## src/design/ahps_pkg.sv

```systemverilog
package ahps_pkg;

   localparam int MAX_LANES   = 4;
   localparam int LAYER_ID_W  = 8;
   localparam int PHASE_W     = 4;
   localparam int OP_W        = 3;
   localparam int SLOTS       = 7;
   localparam int REQ_DATA_W  = 24;
   localparam int RSP_DATA_W  = 40;

   localparam logic [PHASE_W-1:0] PH_IDLE      = 4'd0;
   localparam logic [PHASE_W-1:0] PH_Q         = 4'd1;
   localparam logic [PHASE_W-1:0] PH_K         = 4'd2;
   localparam logic [PHASE_W-1:0] PH_K_REQ     = 4'd3;
   localparam logic [PHASE_W-1:0] PH_K_WB      = 4'd4;
   localparam logic [PHASE_W-1:0] PH_V         = 4'd5;
   localparam logic [PHASE_W-1:0] PH_V_REQ     = 4'd6;
   localparam logic [PHASE_W-1:0] PH_V_WB      = 4'd7;
   localparam logic [PHASE_W-1:0] PH_Q_REQ     = 4'd8;
   localparam logic [PHASE_W-1:0] PH_SCORES    = 4'd9;
   localparam logic [PHASE_W-1:0] PH_SCALE     = 4'd10;
   localparam logic [PHASE_W-1:0] PH_SOFTMAX   = 4'd11;
   localparam logic [PHASE_W-1:0] PH_ATT_VAL   = 4'd12;
   localparam logic [PHASE_W-1:0] PH_REQUANT   = 4'd13;
   localparam logic [PHASE_W-1:0] PH_DONE      = 4'd14;

   localparam logic [OP_W-1:0] OP_NONE = 3'd0;

   typedef struct packed {
      logic            hit;
      logic [OP_W-1:0] idx;
   } ahps_slot_type;

   typedef struct packed {
      logic               fire;
      logic [OP_W-1:0]    op;
      logic [PHASE_W-1:0] phase;
   } ahps_lane_out_type;

   function automatic ahps_slot_type slot_of(input logic [PHASE_W-1:0] ph);
      ahps_slot_type s;
      s.hit = 1'b1;
      unique case (ph)
         PH_Q:       s.idx = 3'd0;
         PH_K:       s.idx = 3'd1;
         PH_V:       s.idx = 3'd2;
         PH_SCORES:  s.idx = 3'd3;
         PH_SCALE:   s.idx = 3'd4;
         PH_SOFTMAX: s.idx = 3'd5;
         PH_ATT_VAL: s.idx = 3'd6;
         default: begin
            s.hit = 1'b0;
            s.idx = 3'd0;
         end
      endcase
      return s;
   endfunction

   function automatic logic [PHASE_W-1:0] next_phase(input logic [PHASE_W-1:0] ph);
      return (ph < PH_DONE) ? ph + 4'd1 : ph;
   endfunction

endpackage

```

## src/design/ahps_lane.sv

```systemverilog
module ahps_lane
   import ahps_pkg::*;
#(
   parameter int LAYER_BITS = 8
) (
   input  logic                  clock,
   input  logic                  reset,
   input  logic                  step_en,
   input  logic [LAYER_BITS-1:0] layer,
   input  logic                  start,
   input  logic                  rdy,
   input  logic                  dn,
   output ahps_lane_out_type     lane_out
);

   logic [PHASE_W-1:0]    phase_ff, phase_in;
   logic [LAYER_BITS-1:0] stamp_ff, stamp_in;
   logic [SLOTS-1:0]      started_ff, started_in;
   logic [SLOTS-1:0]      done_ff, done_in;

   logic               chg;
   logic               kick;
   logic               rdy_eff;
   logic               dn_eff;
   logic               fire;
   logic [OP_W-1:0]    op;
   logic [PHASE_W-1:0] ph;
   ahps_slot_type      slot;
   logic [SLOTS-1:0]   bitsel;

   always_comb begin
      phase_in   = phase_ff;
      stamp_in   = stamp_ff;
      started_in = started_ff;
      done_in    = done_ff;
      fire       = 1'b0;
      op         = OP_NONE;
      ph         = phase_ff;
      chg        = stamp_ff != layer;
      kick       = start && (phase_ff == PH_IDLE);
      rdy_eff    = rdy && !chg;
      dn_eff     = dn && !chg;
      slot       = '0;
      bitsel     = '0;
      if (phase_ff != PH_DONE) begin
         if (chg) begin
            stamp_in   = layer;
            ph         = PH_IDLE;
            started_in = '0;
            done_in    = '0;
         end
         if (dn_eff) begin
            done_in = done_in | started_in;
         end
         slot   = slot_of(ph);
         bitsel = SLOTS'(1) << slot.idx;
         if (ph == PH_IDLE) begin
            if (kick) begin
               started_in = '0;
               done_in    = '0;
               ph         = PH_Q;
            end
         end else if (slot.hit) begin
            if (rdy_eff && !(|(started_in & bitsel))) begin
               fire       = 1'b1;
               op         = slot.idx + 3'd1;
               started_in = started_in | bitsel;
            end else if ((|(done_in & bitsel)) && (|(started_in & bitsel))) begin
               ph         = next_phase(ph);
               started_in = started_in & ~bitsel;
            end
         end else begin
            ph = next_phase(ph);
         end
         phase_in = ph;
      end
   end

   always_ff @(posedge clock) begin
      if (reset) begin
         phase_ff   <= PH_IDLE;
         stamp_ff   <= '0;
         started_ff <= '0;
         done_ff    <= '0;
      end else if (step_en) begin
         phase_ff   <= phase_in;
         stamp_ff   <= stamp_in;
         started_ff <= started_in;
         done_ff    <= done_in;
      end
   end

   assign lane_out.fire  = fire;
   assign lane_out.op    = op;
   assign lane_out.phase = phase_in;

endmodule

```

## src/design/attention_head_phase_sequencer.sv

```systemverilog
// rsp_tvalid rises once an item has passed the input register (loaded at the req_ transfer
// edge) and the result register (loaded as the item leaves the input register); lane state
// updates as the item leaves the input register.
// Throughput: 1 item per cycle; req_tready stays high while rsp_tready is high.
// A stalled result register holds one item and the input register holds one more.
// Reset (synchronous, active high) puts every lane in idle with stamp and flags clear
// and empties both registers.
module attention_head_phase_sequencer
   import ahps_pkg::*;
#(
   parameter int LANES      = 4,
   parameter int LAYER_BITS = 8
) (
   input  logic                  clock,
   input  logic                  reset,
   input  logic                  req_tvalid,
   output logic                  req_tready,
   // [7:0] layer_id, [8] start_req, [12:9] ready_mask, [16:13] done_mask, rest zero
   input  logic [REQ_DATA_W-1:0] req_tdata,
   output logic                  rsp_tvalid,
   input  logic                  rsp_tready,
   // [3:0] start_mask, [15:4] op_codes, [31:16] lane_phases, [32] all_lanes_done,
   // rest zero
   output logic [RSP_DATA_W-1:0] rsp_tdata
);

   localparam int EXT_W = (LAYER_BITS > LAYER_ID_W) ? LAYER_BITS : LAYER_ID_W;

   logic                  s1_valid_ff, s1_valid_in;
   logic [LAYER_ID_W-1:0] s1_layer_ff;
   logic                  s1_start_ff;
   logic [MAX_LANES-1:0]  s1_ready_ff;
   logic [MAX_LANES-1:0]  s1_done_ff;
   logic                  s1_adv;
   logic [EXT_W-1:0]      layer_ext;

   logic                        rsp_valid_ff, rsp_valid_in;
   logic [MAX_LANES-1:0]        smask_ff;
   logic [MAX_LANES*OP_W-1:0]   ops_ff;
   logic [MAX_LANES*PHASE_W-1:0] phases_ff;
   logic                        finished_ff;

   logic [MAX_LANES-1:0]         smask_c;
   logic [MAX_LANES*OP_W-1:0]    ops_c;
   logic [MAX_LANES*PHASE_W-1:0] phases_c;
   logic [MAX_LANES-1:0]         lane_done;

   ahps_lane_out_type lane_out [MAX_LANES];

   assign s1_adv      = s1_valid_ff && (!rsp_valid_ff || rsp_tready);
   assign req_tready  = !s1_valid_ff || s1_adv;
   assign s1_valid_in = (req_tvalid && req_tready) || (s1_valid_ff && !s1_adv);
   assign layer_ext   = EXT_W'(s1_layer_ff);

   always_ff @(posedge clock) begin
      if (reset) begin
         s1_valid_ff <= 1'b0;
      end else begin
         s1_valid_ff <= s1_valid_in;
      end
   end

   always_ff @(posedge clock) begin
      if (req_tvalid && req_tready) begin
         s1_layer_ff <= req_tdata[7:0];
         s1_start_ff <= req_tdata[8];
         s1_ready_ff <= req_tdata[12:9];
         s1_done_ff  <= req_tdata[16:13];
      end
   end

   genvar g;
   generate
      for (g = 0; g < MAX_LANES; g++) begin : g_lane
         if (g < LANES) begin : g_on
            ahps_lane #(
               .LAYER_BITS (LAYER_BITS)
            ) u_lane (
               .clock    (clock),
               .reset    (reset),
               .step_en  (s1_adv),
               .layer    (layer_ext[LAYER_BITS-1:0]),
               .start    (s1_start_ff),
               .rdy      (s1_ready_ff[g]),
               .dn       (s1_done_ff[g]),
               .lane_out (lane_out[g])
            );
            assign lane_done[g] = lane_out[g].phase == PH_DONE;
         end else begin : g_off
            assign lane_out[g]  = '0;
            assign lane_done[g] = 1'b1;
         end
         assign smask_c[g]                      = lane_out[g].fire;
         assign ops_c[g*OP_W +: OP_W]           = lane_out[g].op;
         assign phases_c[g*PHASE_W +: PHASE_W]  = lane_out[g].phase;
      end
   endgenerate

   assign rsp_valid_in = s1_adv || (rsp_valid_ff && !rsp_tready);

   always_ff @(posedge clock) begin
      if (reset) begin
         rsp_valid_ff <= 1'b0;
      end else begin
         rsp_valid_ff <= rsp_valid_in;
      end
   end

   always_ff @(posedge clock) begin
      if (s1_adv) begin
         smask_ff    <= smask_c;
         ops_ff      <= ops_c;
         phases_ff   <= phases_c;
         finished_ff <= &lane_done;
      end
   end

   assign rsp_tvalid = rsp_valid_ff;
   assign rsp_tdata  = {7'd0, finished_ff, phases_ff, ops_ff, smask_ff};

endmodule

```

## config.mk

```make
export PLATFORM = sky130hd
export DESIGN_NAME = attention_head_phase_sequencer
export DESIGN_NICKNAME = d
export VERILOG_FILES = /design/src/design/ahps_pkg.sv /design/src/design/ahps_lane.sv /design/src/design/attention_head_phase_sequencer.sv
export SDC_FILE = /design/constraint.sdc
export NUM_CORES = 1
export LEC_CHECK = 0
export BUFFER_PORTS_ARGS = -buffer_cell sky130_fd_sc_hd__clkbuf_2
export CAP_MARGIN = 40
export CORE_UTILIZATION = 45
export CTS_CLUSTER_DIAMETER = 120
export DETAILED_ROUTE_END_ITERATION = 16
export GPL_TIMING_DRIVEN = 1
export PLACE_DENSITY = 0.61
export SLEW_MARGIN = 20
export SYNTH_ARGS = -nofsm -noshare
export SYNTH_HDL_FRONTEND = slang
export SYNTH_SLANG_ARGS = --single-unit
export TNS_END_PERCENT = 30
```

## constraint.sdc

```tcl
create_clock -name clock -period 11.6 [get_ports clock]
set_input_delay 1.74 -clock clock [delete_from_list [all_inputs] [get_ports clock]]
set_output_delay 1.74 -clock clock [all_outputs]
set_load 0.02 [all_outputs]
```

# Yosys cells after proc, flatten, opt, wreduce, memory -nomap -nowiden
# Cells that the tools add are included.
# W data, S select, Z words.
dict set report word_totals {
  reg_bits 156
  word_cells 309
}
dict set report classes {
  addsub 8
  eq_ne 40
  bitwise_logic 36
  muxes 108
  order_cmp 4
  n_shift 4
  reduce_logical 77
}
# op n
set op_table {}
lappend op_table {{$mux W7} 52}
lappend op_table {{$mux W4} 36}
lappend op_table {{$and A7 B7 Y7} 12}
lappend op_table {{$reduce_or A7 Y1} 12}
lappend op_table {{$eq A4 B4 Y1 const B} 20}
lappend op_table {{$pmux W3 S6} 4}
lappend op_table {{$or A7 B7 Y7} 8}
lappend op_table {{$logic_not A4 Y1} 8}
lappend op_table {{$ne A8 B8 Y1} 4}
lappend op_table {{$not A7 Y7} 4}
lappend op_table {{$shl A1 B3 Y7 const A} 4}
lappend op_table {{$logic_and A1 B1 Y1} 24}
lappend op_table {{$add A4 B1 Y4 const B} 4}
lappend op_table {{$eq A4 B1 Y1 const B} 4}
lappend op_table {{$eq A4 B2 Y1 const B} 4}
lappend op_table {{$eq A4 B3 Y1 const B} 4}
lappend op_table {{$lt A4 B4 Y1 const B} 4}
lappend op_table {{$ne A4 B4 Y1 const B} 4}
lappend op_table {{$reduce_or A4 Y1} 4}
lappend op_table {{$add A3 B1 Y3 const B} 4}
lappend op_table {{$logic_not A1 Y1} 12}
lappend op_table {{$mux W1} 12}
lappend op_table {{$mux W3} 4}
lappend op_table {{$not A1 Y1} 12}
lappend op_table {{other kinds (5)} 17}

# Depth between registers and ports, before layout
dict set report logic_depth {
  ltp_word 17
  mapped_depth 24
  ltp_nobuf 22
}

# By module
# Synthesis repeated with hierarchy kept, for this count alone.
dict set report unflattened {
  hier_cells 1045
  area_unflattened_um2 9117.5
}
# mod cells_each instances area_each_um2
set modules_own_cells {}
lappend modules_own_cells {{ahps_lane at g_lane[0].g_on.u_lane ...} 241 2 1841.8}
lappend modules_own_cells {{ahps_lane at g_lane[2].g_on.u_lane} 247 1 1873.0}
lappend modules_own_cells {{ahps_lane at g_lane[3].g_on.u_lane} 242 1 1864.3}
lappend modules_own_cells {attention_head_phase_sequencer 74 1 1696.6}

# Least setup slack after synthesis
# Ideal clock, no wire load.
dict set report synth_path {
  kind {register to register}
  from {register s1_layer_ff[4] (netlist: layer_ext[4])}
  to {register finished_ff, data pin}
  path_slack_ns 6.878
  path_stages_with_launch 20
  setup_time_ns 0.170
  synth_period_minus_slack_ns 4.722
  n_path_buf 2
  arrival_ns 4.553
  required_ns 11.430
  path_cell_list {edfxtp_1 > buf_2 > xnor2_1 > nand4_1 > nor2_1 > clkbuf_1 > nand2_1 > inv_1 > ha_1 > or3_1 > nand3_1 > nor3_1 > inv_1 > ha_1 > a2111o_1 > a211o_1 > o211a_1 > nand3b_1 > or4_4 > nor4_2}
}
# element line
set synth_rtl {}
lappend synth_rtl {{start, declared} attention_head_phase_sequencer.sv:30} ;# logic [LAYER_ID_W-1:0] s1_layer_ff;
lappend synth_rtl {{start signal, assigned} attention_head_phase_sequencer.sv:65} ;# s1_layer_ff <= req_tdata[7:0];
lappend synth_rtl {{end signal, assigned} attention_head_phase_sequencer.sv:114} ;# finished_ff <= &lane_done;
lappend synth_rtl {{end, declared} attention_head_phase_sequencer.sv:41} ;# logic finished_ff;

==> summary by stage <==
Place
The count of input and output buffers is 55. The post-detailed-placement half-perimeter wirelength is 15210 um. At the end of routability-driven placement, the weighted congestion stood at 0.8992. In this run the cell area measured after placement is 0.009425 mm2. Timing analysis after detailed placement gives a worst setup slack of 5.456 ns.

Synth
Counting flops with an async set or reset pin after synthesis yields a share of 0%. The synthesized netlist contains 83 unique library cells. The dominant synthesized flop cell is sky130_fd_sc_hd__dfxtp_1. In the synthesized netlist, the number of instances is 1031. In this run the cell area of the synthesized design comes to 0.008972 mm2. Yosys mapped a number of flops with a built-in enable equal to 50. The fraction of the yosys area taken by sequential cells is 40.38%.

The average instance area after synthesis is 8.703 um2. The synthesized design contains 156 register bits. The warning count from the yosys run is 0.

Clocking
In this run, CTS created clock tree buffers numbering 17. After clock tree synthesis, the clock-pin slew on the worst setup and hold paths is 0.06 ns. The later-pin clock latency in the skew report is 0.43 ns.

The clock tree from TritonCTS is yes. In this run, post-CTS repair resized a total of 0 instances. The count of buffers added by post-CTS timing repair for setup is 0. The hold buffer count at cts is 0.

CTS placed an instance of sky130_fd_sc_hd__clkbuf_16 at the clock tree root. The clock sink count is 156. In this run the deepest clock path goes through 2 buffers. The H-tree level count is 4.

Hold path
The cell depth of the worst min-delay path is 2. The path with the worst hold slack has its endpoint at g_lane[1].g_on.u_lane.done_ff[6]. The origin of the worst min-delay path is g_lane[1].g_on.u_lane.done_ff[6]. The worst hold path belongs to the class reg2reg.

STA
The remaining max-slew budget at the tightest pin is 41.28%. Timing would allow up to 0.1613 GHz. The post-route minimum period is 6.201 ns. The transition at the pin with the smallest max-transition slack is 0.8741 ns. The setup slack of the critical path after layout is 5.399 ns. The post-route fraction of the period consumed by the critical path is 53.46%. The final max-slew violation count came to 0. Setup violations remaining at the end of the flow were counted as 0. The post-route clock skew is 0.009624 ns. Setup repair after global routing left no endpoint under its margin. The sum of negative setup slack is 0 ns. The final hold violation count came to 0.

Critical path
The endpoint identified for the worst register-to-register timing path is finished_ff. The worst register-to-register path has a depth of 20. The startpoint class of the critical path is a flip-flop.

The startpoint identified for the worst register-to-register timing path is layer_ext[0]. The worst reg-to-reg setup slack is 5.40 ns. The startpoint-to-endpoint class of the critical path is reg2reg. In this run the worst path has a maximum fanout of 18.

For the worst setup path, the data arrival time is 6.43 ns. The slowest stage of the critical path belongs to the cell sky130_fd_sc_hd__nor2_2. STA classifies the critical path endpoint as a flip-flop. At the worst endpoint, the required time is 11.83 ns. The signal on the critical path passes through xnor2_1 -> nand4_1 -> nor2_2 -> nand2_1 -> inv_1 -> ha_1 -> or2_0 -> a31oi_1 -> o21ai_0 -> inv_1 -> ha_1 -> a22o_1 -> a31o_2 -> a22oi_1 -> a21oi_1 -> o2111ai_4 -> a211oi_2 -> mux2i_1 -> or4_4 -> nor4_2. The delay of the slowest cell on the worst path is 0.68 ns.

Power and ir drop
Across the VDD grid, the largest voltage drop is 0.08797 mV. The overall power after layout is 1.228 mW. For this design the static power due to leakage is 3.728 nW. The power density normalized to cell area is 122.6 mW/mm2.

Cells and area
The fraction of layout cells with a size suffix above 1 is 11.78%. The net count reported at finish is 1123. The final instance area is 0.01001 mm2. The area overhead of the layout relative to synthesis is 11.60%.

Floorplan
The die extent in x is 143.2 um. The number of core rows is 51. The placeable core area is 0.01953 mm2.

The initial utilization of the core area, before any placement, comes to 45.95%. Pin placement for this block handled 70 I/O pins. From bottom edge to top edge, the die measures 143.2 um. The die area is 0.02051 mm2.

Route
The average vias per placed instance is 5.733. The first detailed-routing pass took 5 iterations. Once detail routing completed, the nets flagged for antenna violations numbered 0. For this block, the via count after detailed routing is 7705. The iteration-0 DRC count of the detailed router is 518. The detailed-route DRC error count is 0. For this block, the routed nets add up to 22040 um of wire.

After detailed routing, the average wire length per cell comes to 16.40 um.

Flow run
Across the run, the number of max-cap violations was 0.

GRT
The via count of the first global-routing pass is 7195. The aggregate global-route resource usage is 22.66%. The initial antenna violation count is 1. The total grt overflow is 0. The maximum number of pins on one net before global-route repair is 65. The first global-routing pass estimated 36690 um of wire.

Outcome
The run finished with clean final reports.
[metal layers]
metal | wire, um | up-vias | track usage, %
li1 | - | 3830 | -
met1 | 10560 | 3624 | 30.32
met2 | 9991 | 210 | 35.74
met3 | 1028 | 41 | 4.863
met4 | 465 | 0 | 8.432
met5 | 0 | - | 0
[placed cells by master (no fill, tap or decap), types with 14 or more instances in the layout]
cell type,netlist,routed
sky130_fd_sc_hd__o21ai_0,26,26
sky130_fd_sc_hd__dfxtp_1,106,106
sky130_fd_sc_hd__clkbuf_16,0,17
sky130_fd_sc_hd__nand3_1,16,16
sky130_fd_sc_hd__a22oi_1,41,41
sky130_fd_sc_hd__nor2_1,143,143
sky130_fd_sc_hd__nor3_1,28,28
sky130_fd_sc_hd__nand2_1,114,114
sky130_fd_sc_hd__clkbuf_2,0,54
sky130_fd_sc_hd__nand4_1,16,16
sky130_fd_sc_hd__a21oi_1,55,55
sky130_fd_sc_hd__a31oi_1,17,17
sky130_fd_sc_hd__ha_1,30,30
sky130_fd_sc_hd__edfxtp_1,50,50
sky130_fd_sc_hd__inv_1,37,37
sky130_fd_sc_hd__a21o_1,14,14
sky130_fd_sc_hd__xnor2_1,32,32
sky130_fd_sc_hd__and3_1,14,14
sky130_fd_sc_hd__mux2i_1,45,45
[sequential cells by signal, indices dropped and copies added, names as in the netlist, 4 cells and up]
signal / cells
g_lane.g_on.u_lane.stamp_ff: 32
g_lane.g_on.u_lane.done_ff: 28
g_lane.g_on.u_lane.started_ff: 28
g_lane.g_on.u_lane.phase_ff: 16
phases_ff: 16
ops_ff: 12
layer_ext: 8
s1_done_ff: 4
s1_ready_ff: 4
smask_ff: 4
[cells by family after synthesis]
family                   Yosys count  synth area share, %
AO/OA/AOI/OAI                    263                21.17
XOR/XNOR                          32                3.124
adder cells (fa/ha/maj)           31                4.295
buffers and inverters            102                4.853
flip-flops                       156                40.38
multiplexers                      47                5.522
other                              1              0.04180
AND/OR/NAND/NOR                  399                20.61
[worst max-delay path by stage]
stage                       from  slack (ns)     endpoint  depth (start not counted)
global route        layer_ext[1]        4.99  finished_ff                         20
CTS                 layer_ext[0]        5.41  finished_ff                         20
finish              layer_ext[0]        5.40  finished_ff                         20
floorplan           layer_ext[4]        6.88  finished_ff                         19
global placement    layer_ext[0]        5.49  finished_ff                         20
detailed placement  layer_ext[0]        5.46  finished_ff                         20
[layout make-up]
class                   count  area [um2]
diodes                      1       2.502
clock buffers              19       442.9
clock inverters            13       127.6
fillers                  1885        9513
inverters                  39       146.4
multi-input cells         779        4936
flip-flops and latches    156        3623
well taps                 265       331.6
repair buffers             72       402.9
[metrics by stage]
step | utilization, % | std cells | hold WS [ns]
final | 51.28 | 1344 | 0.5036
after global routing | 51.27 | 1343 | 0.5290
after global placement | 48.09 | 1304 | 0.4823
after floorplan | - | 1037 | 0.4571
after CTS | 51.19 | 1341 | 0.5054
after detailed placement | 48.27 | 1309 | 0.4882
[synth_stat cells, types with 4 or more instances]
cell	n	share of area, %
sky130_fd_sc_hd__nand4_1	16	1.1
sky130_fd_sc_hd__a32oi_1	13	1.3
sky130_fd_sc_hd__nand3b_1	4	0.33
sky130_fd_sc_hd__ha_1	30	4.2
sky130_fd_sc_hd__nor3_1	28	1.6
sky130_fd_sc_hd__o21ai_0	26	1.5
sky130_fd_sc_hd__a32o_1	6	0.67
sky130_fd_sc_hd__buf_2	12	0.67
sky130_fd_sc_hd__nand2b_1	8	0.56
sky130_fd_sc_hd__nand3_1	16	0.89
sky130_fd_sc_hd__a221o_1	4	0.45
sky130_fd_sc_hd__a211o_1	8	0.78
sky130_fd_sc_hd__nand2_1	114	4.8
sky130_fd_sc_hd__a21oi_1	55	3.1
sky130_fd_sc_hd__xnor2_1	32	3.1
sky130_fd_sc_hd__and2_1	13	0.91
sky130_fd_sc_hd__nor2_1	143	6.0
sky130_fd_sc_hd__or2_2	4	0.28
sky130_fd_sc_hd__buf_4	8	0.67
sky130_fd_sc_hd__dfxtp_1	106	24
sky130_fd_sc_hd__and3_1	14	0.98
sky130_fd_sc_hd__or3_1	9	0.63
sky130_fd_sc_hd__buf_1	7	0.29
sky130_fd_sc_hd__a41oi_1	4	0.39
sky130_fd_sc_hd__inv_1	37	1.5
sky130_fd_sc_hd__o2111ai_1	5	0.49
sky130_fd_sc_hd__a211oi_1	8	0.67
sky130_fd_sc_hd__a22oi_1	41	3.4
sky130_fd_sc_hd__o22ai_1	5	0.35
sky130_fd_sc_hd__a31oi_1	17	1.2
sky130_fd_sc_hd__mux2i_1	45	5.0
sky130_fd_sc_hd__o31ai_1	7	0.59
sky130_fd_sc_hd__clkbuf_1	35	1.5
sky130_fd_sc_hd__edfxtp_1	50	17
sky130_fd_sc_hd__o21ai_1	5	0.28
sky130_fd_sc_hd__nor2b_1	8	0.56
sky130_fd_sc_hd__a2bb2oi_1	5	0.49
sky130_fd_sc_hd__a21o_1	14	1.2
[power by group]
| group | switching, mW | total [mW] | internal (mW) |
|---|---|---|---|
| clock | 0.239 | 0.545 | 0.306 |
| combinational | 0.0524 | 0.0838 | 0.0314 |
| sequential | 0.0190 | 0.599 | 0.580 |
[worst max-delay path, delay by kind of cell, from the launching register on]
kind                       cells  cell delay (ns)
AOI/OAI and AO/OA              8             1.83
xor gates and xnor gates       1             0.28
adders and majority gates      2             0.60
buffers and inverters          2             0.28
DFF                            1             0.56
muxes                          1             0.23
and+or+nand+nor                6             2.22
(Power assumes the default switching activity.)
